[src/rtl/rsk_pkg.sv]
// ---------------------------------------------------------------------------
// rsk_pkg
// shared types for the record sorter: controller states and datapath commands
// ---------------------------------------------------------------------------
`timescale 1ns / 1ps
`default_nettype none

package rsk_pkg;

  typedef enum logic [1:0] {
    ST_LOAD  = 2'b01,
    ST_DRAIN = 2'b10
  } state_t;

  typedef struct packed {
    logic insert;
    logic shift;
  } dp_cmd_t;

endpackage

`default_nettype wire

[src/rtl/rsk_ctrl.sv]
// ---------------------------------------------------------------------------
// rsk_ctrl
// load / drain sequencer: fill count, overflow flag and both handshakes
// ---------------------------------------------------------------------------
`timescale 1ns / 1ps
`default_nettype none

module rsk_ctrl import rsk_pkg::*; #(
  parameter int DEPTH = 32,
  parameter int CNT_W = $clog2(DEPTH + 1)
) (
  input  wire logic             clk,
  input  wire logic             rst,
  input  wire logic             s_tvalid,
  input  wire logic             s_tlast,
  output logic                  s_tready,
  output logic                  m_tvalid,
  input  wire logic             m_tready,
  output logic                  m_tlast,
  output logic                  m_tuser,
  output dp_cmd_t               cmd,
  output logic      [CNT_W-1:0] count
);

  state_t           state, state_next;
  logic [CNT_W-1:0] count_next;
  logic             ovf, ovf_next;

  always_comb begin
    state_next = state;
    count_next = count;
    ovf_next   = ovf;
    cmd        = '0;
    s_tready   = 1'b0;
    m_tvalid   = 1'b0;
    m_tlast    = 1'b0;
    unique case (state)
      ST_LOAD: begin
        s_tready = 1'b1;
        if (s_tvalid) begin
          if (count < CNT_W'(DEPTH)) begin
            cmd.insert = 1'b1;
            count_next = count + CNT_W'(1);
          end else begin
            ovf_next = 1'b1;
          end
          if (s_tlast) begin
            state_next = ST_DRAIN;
          end
        end
      end
      ST_DRAIN: begin
        m_tvalid = 1'b1;
        m_tlast  = (count == CNT_W'(1));
        if (m_tready) begin
          cmd.shift  = 1'b1;
          count_next = count - CNT_W'(1);
          if (count == CNT_W'(1)) begin
            state_next = ST_LOAD;
            ovf_next   = 1'b0;
          end
        end
      end
      default: begin
        state_next = ST_LOAD;
      end
    endcase
  end

  assign m_tuser = ovf;

  always_ff @(posedge clk) begin
    if (rst) begin
      state <= ST_LOAD;
      count <= '0;
      ovf   <= 1'b0;
    end else begin
      state <= state_next;
      count <= count_next;
      ovf   <= ovf_next;
    end
  end

endmodule

`default_nettype wire

[config.mk]
export PLATFORM = sky130hd
export DESIGN_NAME = rsk_ctrl
export DESIGN_NICKNAME = d
export VERILOG_FILES = /design/src/rtl/rsk_pkg.sv /design/src/rtl/rsk_ctrl.sv
export SDC_FILE = /design/constraint.sdc
export NUM_CORES = 1
export LEC_CHECK = 0
export ABC_AREA = 1
export BUFFER_PORTS_ARGS = -buffer_cell sky130_fd_sc_hd__buf_4
export CAP_MARGIN = 0
export CORE_AREA = 2 2 39 41
export CTS_CLUSTER_SIZE = 20
export DETAILED_ROUTE_END_ITERATION = 7
export DIE_AREA = 0 0 41 43
export PLACE_DENSITY = 0.68
export SLEW_MARGIN = 20
export SYNTH_ARGS = -nofsm -noshare
export SYNTH_HDL_FRONTEND = slang
export SYNTH_SLANG_ARGS = --single-unit
[constraint.sdc]
create_clock -name clk -period 1.3 [get_ports clk]
set_input_delay 0.13 -clock clk [delete_from_list [all_inputs] [get_ports clk]]
set_output_delay 0.13 -clock clk [all_outputs]
set_load 0.1 [all_outputs]
==> impl_metrics.tcl <==
set metrics [dict create \
    cts_root_buffer "clkbuf_4" \
    h-tree-depth 1 \
    period_needed_ns 1.41 \
    p_leak_uw 0.000523 \
    yosys_warnings 0 \
    port_buffers 16 \
    grt_pass1_vias 669 \
    min_period_over_period_pct 108 \
    ir_drop_mv 0.689 \
    slew_headroom_pct 81.6 \
    drcViolationCount 0 \
    grt-ovfl-total 0 \
    setup_violations 8 \
    wire_per_inst_um 13.6 \
    cts_made_buffers 3 \
    die-height_um 43 \
    grt_pass1_wl_mm 2.90 \
    synth_top_cells_by_count "nand2_1, nor2_1, inv_1" \
    drive_gt1_share_pct 47.8 \
    setup_ws_ns -0.110 \
    grt_antenna_before_repair 0 \
    rsz0062_at_grt "yes" \
    topRoutingLayerUsed "met4" \
    vias_per_cell 5.09 \
    die_w_um 41 \
    drtPass1Iterations 4 \
    die_area_sq_um 1760 \
    ant_nets 0 \
    clk_pin_slew_worst_paths_ns 0.07 \
    vias 764 \
    rows 14 \
    netlist.area_leader.share_pct 29.6 \
    syn_inst 102 \
    dr_wl_met3_um 88 \
    grt_start_max_net_pins 11 \
    p_clk_share_pct 18.7 \
    status "finished, violations left" \
    core_area_sq_um 1380 \
    dpl.cell_count 136 \
    clock_latency_ns 0.27 \
    yosys_most_used_dff "dfxtp_1" \
    synth_seq_area_share_pct 29.6 \
    clock_skew_ns 0.00386 \
    synth_seq_cells 9 \
    synth_edf_count 0 \
    hold_buffers 0 \
    ios 17 \
    hold_slack_ns 0.00435 \
    dp.final_hpwl_mm 1.16 \
    critPathLaunchType "flip-flop" \
    instances_no_fill 150 \
    cts_tree "yes" \
    synth_cell_types 15 \
    total_power_uw 1250 \
    cts.sinks 9 \
    slew_violations 0 \
    finalCoreUtilization_pct 78.0 \
    p_sw_share_pct 48.3 \
    nets 143 \
    wl_met1_um 850 \
    drv_cap 0 \
    p_int_uw 647 \
    p_seq_share_pct 28.1 \
    crit_required_ns 1.17 \
    synthTopCellsByArea "dfxtp_1, nand2_1, nor2_1" \
    violations "negative setup slack" \
    wl_met2_mm 1.07 \
    yosysMostFrequentCell "nand2_1" \
    syn_avg_cell_area_sq_um 5.97 \
    power.density_nw_per_um2 1160 \
    syn_area_sq_um 609 \
    clockBufferDepth 2 \
    antennaDiodeCount 0 \
    ys_async_sr_fraction_pct 0 \
    first_iter_violations 14 \
    grt_usage_pct 24.2 \
    critPathArrivalTime_ns 1.28 \
    syn_nets 110 \
    finalWeightedCongestion 0.816 \
    p_comb_share_pct 53.2 \
    area_growth_pct 77.2 \
    critPathKind "flip-flop to output port" \
    pre_cts_slack_ns 0.0383 \
    synth_area_leader_cell "dfxtp_1" \
    tightest_slew_ns 0.278 \
    cp_max_fo 3 \
    worstSetupEndpointType "output port" \
    start_util_pct 44.0 \
    hold_violations 0 \
    timing.fmax_mhz 709 \
    routed_wl_mm 2.05 \
    min-delay-path-class "input port to flip-flop" \
    p_switching_uw 603 \
]
## power by group through the flow
stage          sequential [uW]  combinational [uW]  clock, uW
2_1_floorplan              482                 302          0
3_3_place_gp               352                 535          0
3_5_place_dp               353                 541          0
4_1_cts                    348                 619        229
5_1_grt                    355                 703        246
6_report                   351                 665        234
## layer usage
layer	track usage, %	vias to the layer above
li1	-	383
met1	29.6	359
met2	40.0	17
met3	4.71	5
met4	8.00	0
met5	0	-
## flip-flops by register name, summed over array words and instances, names as in the netlist
register	cells
state	2
m_tuser	1
count	6
## what timing repair did
item                       4_1_cts  5_1_grt
pin swaps                        4        6
gates resized for setup         21       10
setup buffers                    9        0
setup endpoints to repair        4       14
gates cloned                     0        1
## metrics by stage
| stage | area [sq um] | setup TNS (ns) |
|---|---|---|
| finish | 1080 | -0.362 |
| global route | 1080 | -0.924 |
| CTS | 1040 | -0.177 |
| detailed placement | 866 | 0 |
| global placement | 866 | 0 |
| floorplan | 717 | -1.54 |
## worst max-delay path: stages, from the launching register on
cell,delay (ns)
dfxtp_4,0.36
inv_4,0.05
buf_6,0.11
nor2_4,0.14
nand2_2,0.09
clkinvlp_4,0.08
buf_12,0.16
## kinds of logic (layout without fill, tap and decap cells)
family	Yosys count	after routing	share of synthesized area [%]
AND/OR/NAND/NOR	64	65	43.9
AO/OA/AOI/OAI	8	8	6.57
adder cells (fa/ha/maj)	3	3	6.16
buffers and inverters	15	46	9.44
XOR/XNOR	3	3	4.31
flip-flops	9	9	29.6
## path summary, 6_finish.rpt
path                            startpoint       end  slack (ns)  depth (start not counted)
worst max register to register    state[1]  count[4]       -0.05                         10
worst min-delay path                   rst  count[2]       0.004                          2
worst max-delay path              state[1]    cmd[0]       -0.11                          6
worst min register to register     m_tuser   m_tuser        0.51                          2
## cell type report
class	instances	area, sq um
multi-input cells	79	498
fillers	97	304
repair buffers	28	267
flip-flops and latches	9	205
inverters	14	63.8
clock buffers	4	26.3
well taps	16	20.0
## cells in the final DEF (no fill, tap or decap), types with 4 or more instances in the layout
master   count
a21oi_1      6
buf_4       20
buf_6        5
dfxtp_4      6
inv_1        8
nand2_1     29
nand2_2      4
nand3_1      9
nor2_1      10
nor2_4       6
No activity file was read; power rests on OpenSTA's default activity.
